**config.mk**
```make
export PLATFORM = sky130hd
export DESIGN_NAME = bmp_to_framebuffer_blit
export DESIGN_NICKNAME = d
export VERILOG_FILES = /design/src/sv/bmp_blit_pkg.sv /design/src/sv/bmp_blit_track.sv /design/src/sv/bmp_blit_addr.sv /design/src/sv/bmp_to_framebuffer_blit.sv
export SDC_FILE = /design/constraint.sdc
export NUM_CORES = 1
export LEC_CHECK = 0
export BUFFER_PORTS_ARGS = -buffer_cell sky130_fd_sc_hd__buf_2
export CORE_MARGIN = 5
export CORE_UTILIZATION = 45
export CTS_CLUSTER_SIZE = 10
export DETAILED_ROUTE_END_ITERATION = 8
export GPL_ROUTABILITY_DRIVEN = 0
export GPL_TIMING_DRIVEN = 0
export PLACE_DENSITY = 0.71
export SLEW_MARGIN = 20
export SYNTH_ARGS = -nofsm -noshare
export SYNTH_HDL_FRONTEND = slang
export SYNTH_HIERARCHICAL = 1
export SYNTH_SLANG_ARGS = --single-unit
```
**constraint.sdc**
```tcl
create_clock -name clk -period 9.9 [get_ports clk]
set_clock_uncertainty 0.1 [all_clocks]
set_input_delay 1.98 -clock clk [delete_from_list [all_inputs] [get_ports clk]]
set_output_delay 1.98 -clock clk [all_outputs]
set_load 0.02 [all_outputs]
```
**src/sv/bmp_blit_pkg.sv**
```systemverilog
`timescale 1ns / 1ps

package bmp_blit_pkg;

	// configuration register indexes
	localparam logic [2:0] REG_FB_WIDTH   = 3'd0;
	localparam logic [2:0] REG_FB_HEIGHT  = 3'd1;
	localparam logic [2:0] REG_FB_STRIDE  = 3'd2;
	localparam logic [2:0] REG_FB_DEPTH   = 3'd3;
	localparam logic [2:0] REG_IMG_WIDTH  = 3'd4;
	localparam logic [2:0] REG_IMG_HEIGHT = 3'd5;
	localparam logic [2:0] REG_IMG_DEPTH  = 3'd6;
	localparam logic [2:0] REG_IMG_BOTUP  = 3'd7;

	// status codes
	localparam logic [1:0] ST_OK    = 2'd0;
	localparam logic [1:0] ST_DEPTH = 2'd1;
	localparam logic [1:0] ST_SIZE  = 2'd2;

	localparam logic [5:0]  DEPTH_24    = 6'd24;
	localparam logic [5:0]  DEPTH_32    = 6'd32;
	localparam logic [31:0] ARGB_OPAQUE = 32'hFF00_0000;

	typedef struct packed {
		logic [12:0] fb_width;
		logic [12:0] fb_height;
		logic [15:0] fb_stride;
		logic [5:0]  fb_depth;
		logic [12:0] img_width;
		logic [12:0] img_height;
		logic [5:0]  img_depth;
		logic        img_bottom_up;
	} cfg_t;

	// per-byte decision handed from the row tracker to the address stages
	typedef struct packed {
		logic        wv;
		logic        wide;
		logic [31:0] data;
		logic [16:0] off;
		logic [12:0] drow;
		logic [1:0]  st;
		logic        done;
	} trk_t;

endpackage

```
**src/sv/bmp_blit_track.sv**
```systemverilog
`timescale 1ns / 1ps

module bmp_blit_track import bmp_blit_pkg::*; (
	input  logic       clk,
	input  logic       arst_n,
	input  logic       adv,
	input  cfg_t       cfg,
	input  logic       fs,
	input  logic [7:0] b,
	output trk_t       trk_s2
);

	logic [15:0] bir_q;
	logic [12:0] rc_q;
	logic [15:0] held_q;
	logic        fin_q;
	logic [1:0]  ph_q;
	logic [16:0] pxo_q;

	logic [15:0] pos, bir_d;
	logic [12:0] rc, rc_d, rc_inc;
	logic [15:0] held, held_d;
	logic        fin, fin_d;
	logic [1:0]  ph, ph_d;
	logic [16:0] pxo, pxo_d;
	logic        depth_ok, too_big, active, is32, same, conv, row_end;
	logic [14:0] cp, sstride;
	logic [17:0] bits24;
	trk_t        trk;

	always_comb begin
		// frame start clears the counters before this byte
		pos  = fs ? '0 : bir_q;
		rc   = fs ? '0 : rc_q;
		held = fs ? '0 : held_q;
		fin  = fs ? 1'b0 : fin_q;
		ph   = fs ? '0 : ph_q;
		pxo  = fs ? '0 : pxo_q;

		depth_ok = (cfg.img_depth == DEPTH_24) || (cfg.img_depth == DEPTH_32);
		too_big  = (cfg.img_width > cfg.fb_width) || (cfg.img_height > cfg.fb_height);
		active   = (cfg.img_width != '0) && (cfg.img_height != '0) && !fin
			&& (rc < cfg.img_height);
		is32     = cfg.img_depth == DEPTH_32;
		same     = cfg.fb_depth == cfg.img_depth;
		conv     = (cfg.img_depth == DEPTH_24) && (cfg.fb_depth == DEPTH_32);

		cp = is32 ? {cfg.img_width, 2'b00}
			: ({1'b0, cfg.img_width, 1'b0} + {2'b00, cfg.img_width});
		bits24 = {1'b0, cfg.img_width, 4'b0000} + {2'b00, cfg.img_width, 3'b000} + 18'd31;
		sstride = is32 ? {cfg.img_width, 2'b00} : {bits24[17:5], 2'b00};
		row_end = ({1'b0, pos} + 17'd1) >= {2'b00, sstride};
		rc_inc  = rc + 13'd1;

		bir_d  = pos;
		rc_d   = rc;
		held_d = held;
		fin_d  = fin;
		ph_d   = ph;
		pxo_d  = pxo;

		trk      = '0;
		trk.drow = cfg.img_bottom_up ? (cfg.img_height - 13'd1 - rc) : rc;

		if (!depth_ok) begin
			trk.st = ST_DEPTH;
		end else if (too_big) begin
			trk.st = ST_SIZE;
		end else if (active) begin
			trk.st = ST_OK;
			if (pos < {1'b0, cp}) begin
				if (same) begin
					trk.wv   = 1'b1;
					trk.off  = {1'b0, pos};
					trk.data = {24'd0, b};
				end else if (conv) begin
					case (ph)
						2'd0: held_d = {held[15:8], b};
						2'd1: held_d = {b, held[7:0]};
						default: begin
							trk.wv   = 1'b1;
							trk.wide = 1'b1;
							trk.off  = pxo;
							trk.data = ARGB_OPAQUE | {8'd0, b, held};
						end
					endcase
				end
			end
			if (row_end) begin
				bir_d = '0;
				ph_d  = '0;
				pxo_d = '0;
				rc_d  = rc_inc;
				if (rc_inc >= cfg.img_height) begin
					fin_d    = 1'b1;
					trk.done = 1'b1;
				end
			end else begin
				bir_d = pos + 16'd1;
				// phase and pixel offset track pos mod 3 and (pos / 3) * 4
				if (ph == 2'd2) begin
					ph_d  = '0;
					pxo_d = pxo + 17'd4;
				end else begin
					ph_d = ph + 2'd1;
				end
			end
		end
	end

	always_ff @(posedge clk or negedge arst_n) begin
		if (!arst_n) begin
			bir_q  <= '0;
			rc_q   <= '0;
			held_q <= '0;
			fin_q  <= 1'b0;
			ph_q   <= '0;
			pxo_q  <= '0;
		end else if (adv) begin
			bir_q  <= bir_d;
			rc_q   <= rc_d;
			held_q <= held_d;
			fin_q  <= fin_d;
			ph_q   <= ph_d;
			pxo_q  <= pxo_d;
		end
	end

	always_ff @(posedge clk) begin
		if (adv) begin
			trk_s2 <= trk;
		end
	end

endmodule

```
**src/sv/bmp_blit_addr.sv**
```systemverilog
`timescale 1ns / 1ps

module bmp_blit_addr import bmp_blit_pkg::*; #(
	parameter int ADDR_BITS = 32
) (
	input  logic        clk,
	input  logic        en3,
	input  logic        en_out,
	input  cfg_t        cfg,
	input  trk_t        trk_s2,
	output logic        write_valid,
	output logic [31:0] write_addr,
	output logic [31:0] write_data,
	output logic        write_wide,
	output logic [1:0]  status,
	output logic        image_done
);

	logic [12:0] dh, dw;
	logic [13:0] row_idx;
	logic [29:0] prod;
	logic [17:0] lx;

	logic [29:0] prod_s3;
	logic [14:0] lterm_s3;
	trk_t        trk_s3;

	logic [31:0] sum, addr_w;

	always_comb begin
		dh      = cfg.fb_height - cfg.img_height;
		dw      = cfg.fb_width - cfg.img_width;
		row_idx = {2'b00, dh[12:1]} + {1'b0, trk_s2.drow};
		prod    = {14'd0, cfg.fb_stride} * {16'd0, row_idx};
		lx      = {6'd0, dw[12:1]} * {12'd0, cfg.fb_depth};
	end

	always_ff @(posedge clk) begin
		if (en3) begin
			prod_s3  <= prod;
			lterm_s3 <= lx[17:3];
			trk_s3   <= trk_s2;
		end
	end

	always_comb begin
		sum = {2'b00, prod_s3} + {17'd0, lterm_s3} + {15'd0, trk_s3.off};
		// wrap to the address space
		for (int i = 0; i < 32; i++) begin
			addr_w[i] = (i < ADDR_BITS) ? sum[i] : 1'b0;
		end
	end

	always_ff @(posedge clk) begin
		if (en_out) begin
			write_valid <= trk_s3.wv;
			write_addr  <= trk_s3.wv ? addr_w : '0;
			write_data  <= trk_s3.wv ? trk_s3.data : '0;
			write_wide  <= trk_s3.wv & trk_s3.wide;
			status      <= trk_s3.st;
			image_done  <= trk_s3.done;
		end
	end

endmodule

```
**src/sv/bmp_to_framebuffer_blit.sv**
```systemverilog
`timescale 1ns / 1ps

// BMP pixel-data to framebuffer blitter. Pixel-data bytes arrive in file order, one per
// transaction, and each produces one result transaction carrying at most one framebuffer
// write (byte write, or ARGB word write for a 24-bit image on a 32-bit framebuffer).
// The image is centered, bottom-up images are flipped and row padding is skipped.
// One byte is accepted every clock while out_ready takes the results; each result passes
// the input register, row/byte tracker, stride multiplier, address add and output register.
// The tracker's counters update as each byte advances, so consecutive bytes never wait on
// each other. Write the configuration only while the block holds no bytes in flight.
module bmp_to_framebuffer_blit import bmp_blit_pkg::*; #(
	parameter int ADDR_BITS = 32
) (
	input  logic        clk,
	input  logic        arst_n,
	input  logic        cfg_we,
	input  logic [2:0]  cfg_idx,
	input  logic [15:0] cfg_data,
	input  logic        in_valid,
	output logic        in_ready,
	input  logic        frame_start,
	input  logic [7:0]  pix_byte,
	output logic        out_valid,
	input  logic        out_ready,
	output logic        write_valid,
	output logic [31:0] write_addr,
	output logic [31:0] write_data,
	output logic        write_wide,
	output logic [1:0]  status,
	output logic        image_done
);

	cfg_t       cfg_q;
	logic       v_s1, v_s2, v_s3, vo_q;
	logic       fs_s1;
	logic [7:0] b_s1;
	logic       rdy_o, rdy3, rdy2;
	logic       adv1, adv2, adv3;
	trk_t       trk_s2;

	always_ff @(posedge clk or negedge arst_n) begin
		if (!arst_n) begin
			cfg_q.fb_width      <= 13'd1920;
			cfg_q.fb_height     <= 13'd1080;
			cfg_q.fb_stride     <= 16'd7680;
			cfg_q.fb_depth      <= 6'd32;
			cfg_q.img_width     <= 13'd1;
			cfg_q.img_height    <= 13'd1;
			cfg_q.img_depth     <= 6'd24;
			cfg_q.img_bottom_up <= 1'b1;
		end else if (cfg_we) begin
			case (cfg_idx)
				REG_FB_WIDTH:   cfg_q.fb_width      <= cfg_data[12:0];
				REG_FB_HEIGHT:  cfg_q.fb_height     <= cfg_data[12:0];
				REG_FB_STRIDE:  cfg_q.fb_stride     <= cfg_data;
				REG_FB_DEPTH:   cfg_q.fb_depth      <= cfg_data[5:0];
				REG_IMG_WIDTH:  cfg_q.img_width     <= cfg_data[12:0];
				REG_IMG_HEIGHT: cfg_q.img_height    <= cfg_data[12:0];
				REG_IMG_DEPTH:  cfg_q.img_depth     <= cfg_data[5:0];
				REG_IMG_BOTUP:  cfg_q.img_bottom_up <= cfg_data[0];
				default: ;
			endcase
		end
	end

	// each stage moves on when the next one is empty or moving
	assign rdy_o    = !vo_q || out_ready;
	assign rdy3     = !v_s3 || rdy_o;
	assign rdy2     = !v_s2 || rdy3;
	assign in_ready = !v_s1 || rdy2;
	assign adv1     = v_s1 && rdy2;
	assign adv2     = v_s2 && rdy3;
	assign adv3     = v_s3 && rdy_o;
	assign out_valid = vo_q;

	always_ff @(posedge clk or negedge arst_n) begin
		if (!arst_n) begin
			v_s1 <= 1'b0;
			v_s2 <= 1'b0;
			v_s3 <= 1'b0;
			vo_q <= 1'b0;
		end else begin
			if (in_ready) v_s1 <= in_valid;
			if (rdy2)     v_s2 <= v_s1;
			if (rdy3)     v_s3 <= v_s2;
			if (rdy_o)    vo_q <= v_s3;
		end
	end

	always_ff @(posedge clk) begin
		if (in_valid && in_ready) begin
			fs_s1 <= frame_start;
			b_s1  <= pix_byte;
		end
	end

	bmp_blit_track u_track (
		.clk    (clk),
		.arst_n (arst_n),
		.adv    (adv1),
		.cfg    (cfg_q),
		.fs     (fs_s1),
		.b      (b_s1),
		.trk_s2 (trk_s2)
	);

	bmp_blit_addr #(
		.ADDR_BITS (ADDR_BITS)
	) u_addr (
		.clk         (clk),
		.en3         (adv2),
		.en_out      (adv3),
		.cfg         (cfg_q),
		.trk_s2      (trk_s2),
		.write_valid (write_valid),
		.write_addr  (write_addr),
		.write_data  (write_data),
		.write_wide  (write_wide),
		.status      (status),
		.image_done  (image_done)
	);

endmodule

```
==> impl_metrics.csv, run 1 <==
group,metric,value,unit
worst_setup_path,setup.worst_path.start_class,"register",
clocking,clk_pin_slew,0.05,ns
timing,worst_pin_slew,0.930,ns
hold_path,hold_path_end,"u_addr/trk_s3[35]",
timing,min_period,9.55,ns
timing,setup_viol,0,
detailed_routing,drt_iter0_markers,1623,
layout,drive_above_1_share,11.4,%
hold_path,whs_path_depth,0,
job,maxCapViolCount,0,
clocking,clock-root-buffer,"clkbuf_16",
synthesis,synth-async-reset-ratio,39.0,%
detailed_routing,remaining_drc_errors,0,
clocking,cts_tree,"done",
floorplan,coreArea,0.0700,mm2
layout,area_growth,11.4,%
layout,design_area,0.0354,mm2
floorplan,initial_core_util,45.4,%
place,post-place-cells,4122,
floorplan,dieHeight,276,um
clocking,htree_levels,2,
worst_setup_path,cpMostUsedCell,"fa_1",
synthesis,synth_warnings,6,
synthesis,ys_seq_elements,385,
detailed_routing,routedWlPerCell,18.4,um
clocking,worst_skew_pair.late_latency,0.60,ns
global_routing,antenna_found_initial,5,
clocking,holdBufCountCts,0,
layout,fillers,6220,
timing,max-slew-margin-rel,37.6,%
layout,fin_cells,4216,
global_routing,grt_pass1_wl,124000,um
synthesis,netlist_area,0.0318,mm2
floorplan,io_pins,104,
place,io_buffer_count,98,
global_routing,grt_max_degree,90,
clocking,cts_sinks,385,
run_status,run_status,"complete, no violations",
hold_path,hold_class,"reg2reg",
floorplan,die_w,276,um
synthesis,synth_ff_type,"edfxtp_1",
timing,fin_crit_sh,96.4,%
synthesis,avgSynthCellArea,10.3,um2
synthesis,syn-instance-count,3074,
place,hpwl,60500,um
detailed_routing,wirelength,77700,um
worst_setup_path,cp_max_fo,10,
detailed_routing,firstDrtPassIters,6,
timing,fmax,105,MHz
global_routing,grt_pass1_vias,22600,
timing,hold_ws,0.314,ns
floorplan,num_rows,97,
global_routing,grt_usage,20.4,%
global_routing,overflow,0,
place,placed_area,0.0338,mm2
worst_setup_path,rr_endpoint,"u_addr/prod_s3[27]",
synthesis,yosysUniqueCellTypes,102,
worst_setup_path,crit_slowest_cell,"fa_1",
timing,drv_slew,0,
synthesis,synth_edf_count,235,
worst_setup_path,r2r_slack,0.35,ns
hold_path,holdCritStartpoint,"u_track/trk_s2[35]",
detailed_routing,vias,22900,
worst_setup_path,critPathMaxStageDelay,0.55,ns
synthesis,ys_seq_area_share,34.1,%
detailed_routing,viasPerCell,5.43,
worst_setup_path,worstRegToRegCells,31,
timing,hold_viol,0,
detailed_routing,drt.antenna.violating_nets,0,
worst_setup_path,arrival,9.78,ns
clocking,clk_path_buf_depth,3,
worst_setup_path,required,10.13,ns
floorplan,dieArea,0.0761,mm2
worst_setup_path,worst_r2r_startpoint,"cfg_q[9]",
worst_setup_path,path_class,"reg2reg",
clocking,cts_inserted_buffers,47,
worst_setup_path,end_kind,"register",
timing,finalSetupTns,0,ns
synthesis,syn_nets,3642,
layout,fin_nets,3805,
layout make-up:
type | instances | area [um2] | area share, %
plain buffers | 106 | 534 | 1.51
diodes | 1 | 2.50 | 0.00706
inverters | 358 | 1340 | 3.79
multi-input cells | 2224 | 19300 | 54.4
flip-flops and latches | 385 | 10800 | 30.6
well taps | 940 | 1180 | 3.32
clock inverters | 5 | 108 | 0.304
clock buffers | 82 | 1370 | 3.86
repair buffers | 115 | 801 | 2.26
synthesized netlist by cell type, types with 46 or more instances:
cell,count,area [um2]
and2_1,147,920
mux2_2,65,732
fa_1,236,4720
dfrtp_1,132,3300
nor2_1,135,507
clkbuf_1,68,255
ha_1,299,3740
inv_1,356,1340
o21ai_0,93,465
xor2_1,54,473
a22o_1,46,403
xnor2_1,87,762
edfxtp_1,235,7060
a21oi_1,129,646
nor2b_1,51,319
nand2_1,326,1220
nand3_1,79,395
flip-flops by register name, summed over array words and instances, names as in the netlist, 2 cells and up:
signal             cells
u_addr/lterm_s3       15
u_track/ph_q           2
u_track/trk_s2        59
u_track/pxo_q         17
u_addr/status          2
u_addr/write_data     32
u_addr/trk_s3         54
u_track/held_q        16
u_track/rc_q          13
b_s1                   8
u_addr/write_addr     31
u_track/bir_q         16
u_addr/prod_s3        30
cfg_q                 81
layout by cell type, fill, tap and decap left out, types with 36 or more instances in the layout:
cell	count
a21o_1	44
a21oi_1	127
a22o_1	45
and2_1	146
buf_2	111
clkbuf_1	94
clkbuf_16	47
dfrtp_1	131
edfxtp_1	235
fa_1	236
ha_1	299
inv_1	356
mux2_2	65
nand2_1	326
nand3_1	79
nor2_1	135
nor2b_1	49
nor3_1	36
o21ai_0	90
xnor2_1	86
xor2_1	50
critical path: cells and delay by family (launching register included):
family,cells,cell delay (ns)
AOI/OAI and AO/OA,10,2.48
xor gates and xnor gates,2,0.28
DFF,1,0.51
and+or+nand+nor,6,1.24
buffers and inverters,4,0.44
adders and majority gates,9,4.21
repair_timing:
item / CTS / global route
pin swaps: 0 / 4
resized for setup: 4 / 33
buffers inserted: 0 / 7
endpoints found under the setup margin: 5 / 14
worst max-delay path by stage:
stage,from,endpoint,slack [ns],cells after the start
after detailed placement,cfg_q[7],u_addr/prod_s3[27],-0.14,33
after CTS,cfg_q[7],u_addr/prod_s3[27],0.007,33
final,cfg_q[9],u_addr/prod_s3[27],0.35,31
after global routing,cfg_q[7],u_addr/prod_s3[29],-0.05,34
after global placement,cfg_q[7],u_addr/prod_s3[29],-0.09,32
after floorplan,cfg_q[8],u_addr/prod_s3[29],1.34,36
metrics by stage:
stage,setup slack [ns],util [%]
6_report,0.355,50.6
5_1_grt,-0.0453,50.6
4_1_cts,0.00661,50.3
3_5_place_dp,-0.142,48.2
3_3_place_gp,-0.0861,47.8
2_1_floorplan,1.34,-
logic make-up (layout without fill, tap and decap cells):
family | Yosys count | in the layout | share of synthesized area [%]
other cells | 1 | 2 | 0.0118
mux | 110 | 110 | 3.92
fa+ha+maj | 535 | 535 | 26.6
flops | 385 | 385 | 34.1
simple gates | 922 | 922 | 14.5
buf+inv | 465 | 666 | 5.87
compound gates | 515 | 515 | 11.2
xor+xnor | 141 | 141 | 3.88
per-layer routing:
layer  track usage [%]  vias up  part of all wire, %  wire length (um)
li1                  -    10900                    -                 -
met5                 0        -               0.0090                 7
met3              3.49      111                  6.7              5220
met2              32.8      699                   46             35900
met4              5.48        2                  2.6              2000
met1              28.8    11200                   45             34600
Power of run 1 is left out: the tool's default activity adds up to more than one toggle a clock period on the data nets, which glitch-free logic cannot reach.
==> inputs of run 2 (changes only) <==
--- a/config.mk
+++ b/config.mk
@@ -6,14 +6,16 @@
 export NUM_CORES = 1
 export LEC_CHECK = 0
 export BUFFER_PORTS_ARGS = -buffer_cell sky130_fd_sc_hd__buf_2
+export CELL_PAD_IN_SITES_DETAIL_PLACEMENT = 0
+export CELL_PAD_IN_SITES_GLOBAL_PLACEMENT = 1
 export CORE_MARGIN = 5
 export CORE_UTILIZATION = 45
 export CTS_CLUSTER_SIZE = 10
 export DETAILED_ROUTE_END_ITERATION = 8
 export GPL_ROUTABILITY_DRIVEN = 0
 export GPL_TIMING_DRIVEN = 0
-export PLACE_DENSITY = 0.71
-export SLEW_MARGIN = 20
+export PLACE_DENSITY = 0.83
+export SLEW_MARGIN = 0
 export SYNTH_ARGS = -nofsm -noshare
 export SYNTH_HDL_FRONTEND = slang
 export SYNTH_HIERARCHICAL = 1
==> run 2 against run 1 <==
  * Setup slack improved by 0.071 ns
  * Worst hold slack worse by 0.0011 ns
  * Critical path depth is 1 higher
  * Cell area is 0.52% lower
  * Sequential share of layout area up 0.16 points
  * Die area did not move
  * Global-route usage is 0.76 points higher
==> impl_metrics.csv, run 2 (synthesis results as in run 1) <==
group,metric,value,unit
run_status,run_status,"complete, no violations",
layout,layout_commonest_cell,"inv_1",
place,post-place-cells,4118,
global_routing,grt_usage,21.2,%
floorplan,dieHeight,276,um
layout,fillers,6443,
worst_setup_path,arrival,9.70,ns
place,placed_area,0.0336,mm2
layout,design_area,0.0353,mm2
hold_path,hold_class,"reg2reg",
worst_setup_path,cp_num_buf_inv,4,
global_routing,grt_pass1_vias,23000,
worst_setup_path,crit_slowest_cell,"dfstp_2",
worst_setup_path,setup.worst_path.start_class,"register",
timing,rsz0062_at_grt,"no",
global_routing,overflow,0,
detailed_routing,drt_iter0_markers,1689,
job,maxCapViolCount,0,
layout,seq_area,0.0108,mm2
floorplan,initial_core_util,45.4,%
clocking,htree_levels,2,
worst_setup_path,critPathMaxStageDelay,0.58,ns
detailed_routing,drt.antenna.violating_nets,0,
detailed_routing,wirelength,80300,um
layout,reg_top3,"cfg_q x81, u_track/trk_s2 x59, u_addr/trk_s3 x54",
worst_setup_path,required,10.12,ns
worst_setup_path,end_kind,"register",
detailed_routing,firstDrtPassIters,6,
worst_setup_path,cp_max_fo,10,
timing,hold_viol,0,
timing,setup_viol,0,
global_routing,grt_max_degree,113,
place,io_buffer_count,98,
worst_setup_path,cpMostUsedCell,"fa_1",
floorplan,die_w,276,um
layout,area_growth,10.8,%
clocking,cts_sinks,385,
floorplan,dieArea,0.0761,mm2
clocking,clock-root-buffer,"clkbuf_16",
timing,drv_slew,0,
clocking,clk_path_buf_depth,3,
layout,multi_input_area,0.0193,mm2
layout,top_register,"cfg_q",
timing,max-slew-margin-rel,32.3,%
detailed_routing,remaining_drc_errors,0,
clocking,cts_inserted_buffers,48,
timing,fmax,106,MHz
timing,finalSetupTns,0,ns
detailed_routing,viasPerCell,5.42,
detailed_routing,routedWlPerCell,19.1,um
detailed_routing,vias,22800,
clocking,cts_tree,"done",
global_routing,grt_pass1_wl,128000,um
floorplan,num_rows,97,
timing,min_period,9.47,ns
layout,drive_above_1_share,11.2,%
floorplan,io_pins,104,
timing,worst_pin_slew,1.01,ns
timing,fin_crit_sh,95.7,%
layout,final_cell_mix,"356 x inv_1, 326 x nand2_1, 298 x ha_1, 236 x fa_1, 235 x edfxtp_1",
worst_setup_path,cpLargestDelayFamily,"adder cells",
clocking,clk_pin_slew,0.06,ns
layout,fin_nets,3801,
floorplan,coreArea,0.0700,mm2
layout,largest_register_ffs,81,
place,hpwl,62400,um
global_routing,antenna_found_initial,3,
clocking,worst_skew_pair.late_latency,0.60,ns
worst_setup_path,path_class,"reg2reg",
layout,fin_cells,4205,
[run 2: worst register-to-register path: cells and delay by family (launching register included)]
kind	cells	cell delay [ns]
compound gates	11	2.59
xor+xnor	3	0.59
fa+ha+maj	9	4.12
buf+inv	4	0.49
flops	1	0.58
simple gates	5	0.72
[run 2: layout make-up]
type                       instances  share of cell area [%]
antenna                            1                 0.00710
multi-input combinational       2224                    54.6
tap                              940                    3.34
buffer                           106                    1.52
clock inverter                    11                   0.319
inverter                         358                    3.81
sequential                       385                    30.7
timing repair buffer             110                    1.93
clock buffer                      70                    3.73
[run 2: final timing paths]
check | startpoint | to | slack [ns] | depth (start not counted)
min in group asynchronous | arst_n | u_track/bir_q[15] | 1.16 | 1
worst max register to register | cfg_q[7] | u_addr/prod_s3[29] | 0.43 | 32
worst max-delay path | cfg_q[7] | u_addr/prod_s3[29] | 0.43 | 32
worst min-delay path | u_track/trk_s2[32] | u_addr/trk_s3[32] | 0.31 | 0
worst min register to register | u_track/trk_s2[32] | u_addr/trk_s3[32] | 0.31 | 0
max in group asynchronous | arst_n | cfg_q[54] | 7.61 | 2
[run 2: repair_timing]
action	in CTS	in global routing
hold buffers	0	0
endpoints found under the setup margin	6	13
hold endpoints to repair	0	0
resized for setup	3	34
buffers inserted	0	6
pin swaps	0	3
[run 2: through the flow]
| step | setup slack, ns | hold WS [ns] | util, % |
|---|---|---|---|
| floorplan | 1.34 | 0.300 | - |
| global placement | -0.0559 | 0.302 | 47.8 |
| detailed placement | -0.166 | 0.305 | 48.0 |
| CTS | 0.00480 | 0.314 | 50.1 |
| global route | 0.0113 | 0.321 | 50.3 |
| finish | 0.426 | 0.313 | 50.3 |
[run 2: metal layers]
| metal | vias to the layer above | wire length (um) | track usage, % |
|---|---|---|---|
| li1 | 10900 | - | - |
| met1 | 11200 | 36000 | 29.7 |
| met2 | 620 | 37100 | 34.4 |
| met3 | 126 | 4670 | 3.26 |
| met4 | 2 | 2530 | 6.12 |
| met5 | - | 12 | 0 |
Power of run 2 is left out for the same reason.
==> inputs of run 3 (changes only) <==
--- a/config.mk
+++ b/config.mk
@@ -18,5 +18,4 @@
 export SLEW_MARGIN = 0
 export SYNTH_ARGS = -nofsm -noshare
 export SYNTH_HDL_FRONTEND = slang
-export SYNTH_HIERARCHICAL = 1
 export SYNTH_SLANG_ARGS = --single-unit
==> run 3 against run 2 <==
  * Via count decreased by 1.1%
  * Utilization increased by 0.16 points
  * Clock-buffer cell count increased by 1
  * Non-clock buffer count increased by 21
  * Critical path depth increased by 3
  * Synthesized cell count decreased by 0.55%
  * Cell area decreased by 1.7%
  * Routed wire length decreased by 1.8%
  * Fmax increased by 0.20%
  * Sequential cell count decreased by 14
  * Worst hold slack got worse by 0.015 ns
==> impl_metrics.csv, run 3 <==
group,metric,value,unit
job,maxCapViolCount,0,
worst_setup_path,end_kind,"register",
floorplan,num_rows,96,
clocking,clk_pin_slew,0.07,ns
timing,hold_ws,0.298,ns
synthesis,yosys.area.top_type,"edfxtp_1",
worst_setup_path,critPathMaxStageDelay,0.60,ns
timing,max-slew-margin-rel,35.3,%
hold_path,whs_path_depth,0,
synthesis,synth_edf_count,221,
worst_setup_path,cpMostUsedCell,"fa_1",
layout,fillers,6307,
detailed_routing,vias,22600,
timing,fmax,106,MHz
worst_setup_path,r2r_slack,0.44,ns
worst_setup_path,setup.worst_path.start_class,"register",
synthesis,netlist_area,0.0311,mm2
timing,hold_viol,0,
clocking,cts_inserted_buffers,45,
layout,final_cell_mix,"322 x inv_1, 320 x nand2_1, 285 x ha_1, 221 x fa_1, 221 x edfxtp_1",
global_routing,grt_usage,21.2,%
detailed_routing,routedWlPerCell,18.9,um
layout,area_growth,11.3,%
global_routing,antenna_found_initial,2,
layout,layout_commonest_cell,"inv_1",
clocking,cts_tree,"done",
floorplan,dieArea,0.0745,mm2
layout,reg_top3,"cfg_q x81, u_track.trk_s2 x59, u_addr.trk_s3 x46",
detailed_routing,drt.antenna.violating_nets,0,
worst_setup_path,crit_slowest_cell,"or4b_2",
clocking,clock-root-buffer,"clkbuf_16",
detailed_routing,remaining_drc_errors,0,
synthesis,syn-instance-count,3057,
detailed_routing,firstDrtPassIters,6,
synthesis,ys_seq_elements,371,
timing,worst_pin_slew,0.963,ns
worst_setup_path,worst_r2r_startpoint,"cfg_q[9]",
synthesis,synth_top_area_share,21.3,%
worst_setup_path,path_class,"reg2reg",
floorplan,die_w,273,um
detailed_routing,viasPerCell,5.40,
timing,fin_crit_sh,95.5,%
layout,fin_nets,3762,
layout,multi_input_area,0.0192,mm2
synthesis,synth-async-reset-ratio,40.4,%
synthesis,synth_common_cells,"325 x inv_1, 320 x nand2_1, 287 x ha_1",
hold_path,hold_path_end,"u_addr.status[0]",
floorplan,io_pins,104,
floorplan,initial_core_util,45.4,%
place,io_buffer_count,101,
layout,largest_register_ffs,81,
floorplan,dieHeight,273,um
clocking,worst_skew_pair.late_latency,0.60,ns
global_routing,grt_pass1_wl,126000,um
hold_path,holdCritStartpoint,"u_addr.trk_s3[1]",
layout,antenna_cells,0,
worst_setup_path,worstRegToRegCells,35,
synthesis,yosysMostFrequentCell,"inv_1",
detailed_routing,wirelength,78800,um
synthesis,synth_area_leaders,"edfxtp_1 21%, fa_1 14%, ha_1 12%, dfrtp_1 11%, inv_1 3.9%",
synthesis,ys_seq_area_share,33.5,%
timing,setup_viol,0,
worst_setup_path,arrival,9.71,ns
synthesis,avgSynthCellArea,10.2,um2
global_routing,overflow,0,
hold_path,hold_class,"reg2reg",
synthesis,yosysUniqueCellTypes,88,
clocking,clk_path_buf_depth,3,
timing,min_period,9.46,ns
run_status,run_status,"complete, no violations",
floorplan,coreArea,0.0686,mm2
global_routing,grt_max_degree,88,
worst_setup_path,rr_endpoint,"u_addr.prod_s3[28]",
worst_setup_path,cp_max_fo,10,
synthesis,syn_nets,3600,
timing,drv_slew,0,
layout,seq_area,0.0104,mm2
clocking,htree_levels,2,
clocking,holdBufCountCts,0,
layout,drive_above_1_share,12.0,%
synthesis,synth_ff_type,"edfxtp_1",
worst_setup_path,required,10.16,ns
detailed_routing,drt_iter0_markers,1464,
clocking,cts_sinks,371,
synthesis,synth_warnings,0,
place,hpwl,61800,um
global_routing,grt_pass1_vias,22800,
layout,top_register,"cfg_q",
run 3: cell types whose count changed after synthesis, moves of 14 or more:
cell      before  now
a211oi_1      24    9
xnor2_1       87  104
nand3_1       79   51
edfxtp_1     235  221
inv_1        356  325
clkbuf_1      68   93
o31ai_1        9   24
o21ai_0       93  111
run 3: routing by layer:
layer  share of wire (%)  track usage (%)  wire, um
met1                  46             29.8     36000
met2                  44             33.3     35000
met3                 7.1             4.63      5600
met4                 2.8             6.24      2210
met5               0.016                0        13
run 3: cell type report:
class                   count  share of cell area (%)
plain buffers             120                    1.62
well taps                 931                    3.36
flip-flops and latches    371                    30.1
inverters                 326                    3.53
repair buffers            117                    2.06
clock inverters             8                   0.376
clock buffers              71                    3.59
multi-input cells        2238                    55.4
run 3: metrics by stage:
stage               cells  worst slack (ns)  cell area (um2)  util (%)  setup TNS, ns
floorplan            3057             0.554            31100         -              0
global placement     4089            -0.861            32800      47.8          -4.25
detailed placement   4094            -0.934            32900      48.0          -5.36
CTS                  4175            0.0131            34400      50.2              0
global route         4182           -0.0235            34600      50.5        -0.0235
finish               4182             0.445            34600      50.5              0
run 3: cell families after synthesis:
group	share of synthesized area [%]
other	0.0121
xor gates and xnor gates	4.62
buffers and inverters	5.65
muxes	3.51
AOI/OAI and AO/OA	11.6
DFF	33.5
adders and majority gates	25.9
and+or+nand+nor	15.3
run 3: how the worst max path moves through the flow:
stage / from / endpoint / slack, ns / cells past startpoint
2_1_floorplan: cfg_q[7] / u_addr.prod_s3[28] / 0.55 / 36
3_3_place_gp: cfg_q[8] / u_addr.prod_s3[29] / -0.86 / 38
3_5_place_dp: cfg_q[8] / u_addr.prod_s3[29] / -0.93 / 38
4_1_cts: cfg_q[7] / u_addr.prod_s3[28] / 0.01 / 35
5_1_grt: cfg_q[8] / u_addr.prod_s3[29] / -0.02 / 41
6_report: cfg_q[9] / u_addr.prod_s3[28] / 0.44 / 35
run 3: critical path: cells and delay by family (launching register included):
family                     cells  cell delay (ns)
AOI/OAI and AO/OA             16             3.07
and+or+nand+nor                4             0.94
buffers and inverters          4             0.35
DFF                            1             0.39
muxes                          1             0.16
adders and majority gates      9             4.10
xor gates and xnor gates       1             0.08
run 3: what timing repair did:
| item | in CTS | in global routing |
|---|---|---|
| gates cloned | 0 | 0 |
| hold endpoints to repair | 0 | 0 |
| setup buffers | 4 | 7 |
| setup endpoints to repair | 11 | 8 |
| resized for setup | 33 | 53 |
| pin swaps | 5 | 17 |
Power of run 3 is left out for the same reason.
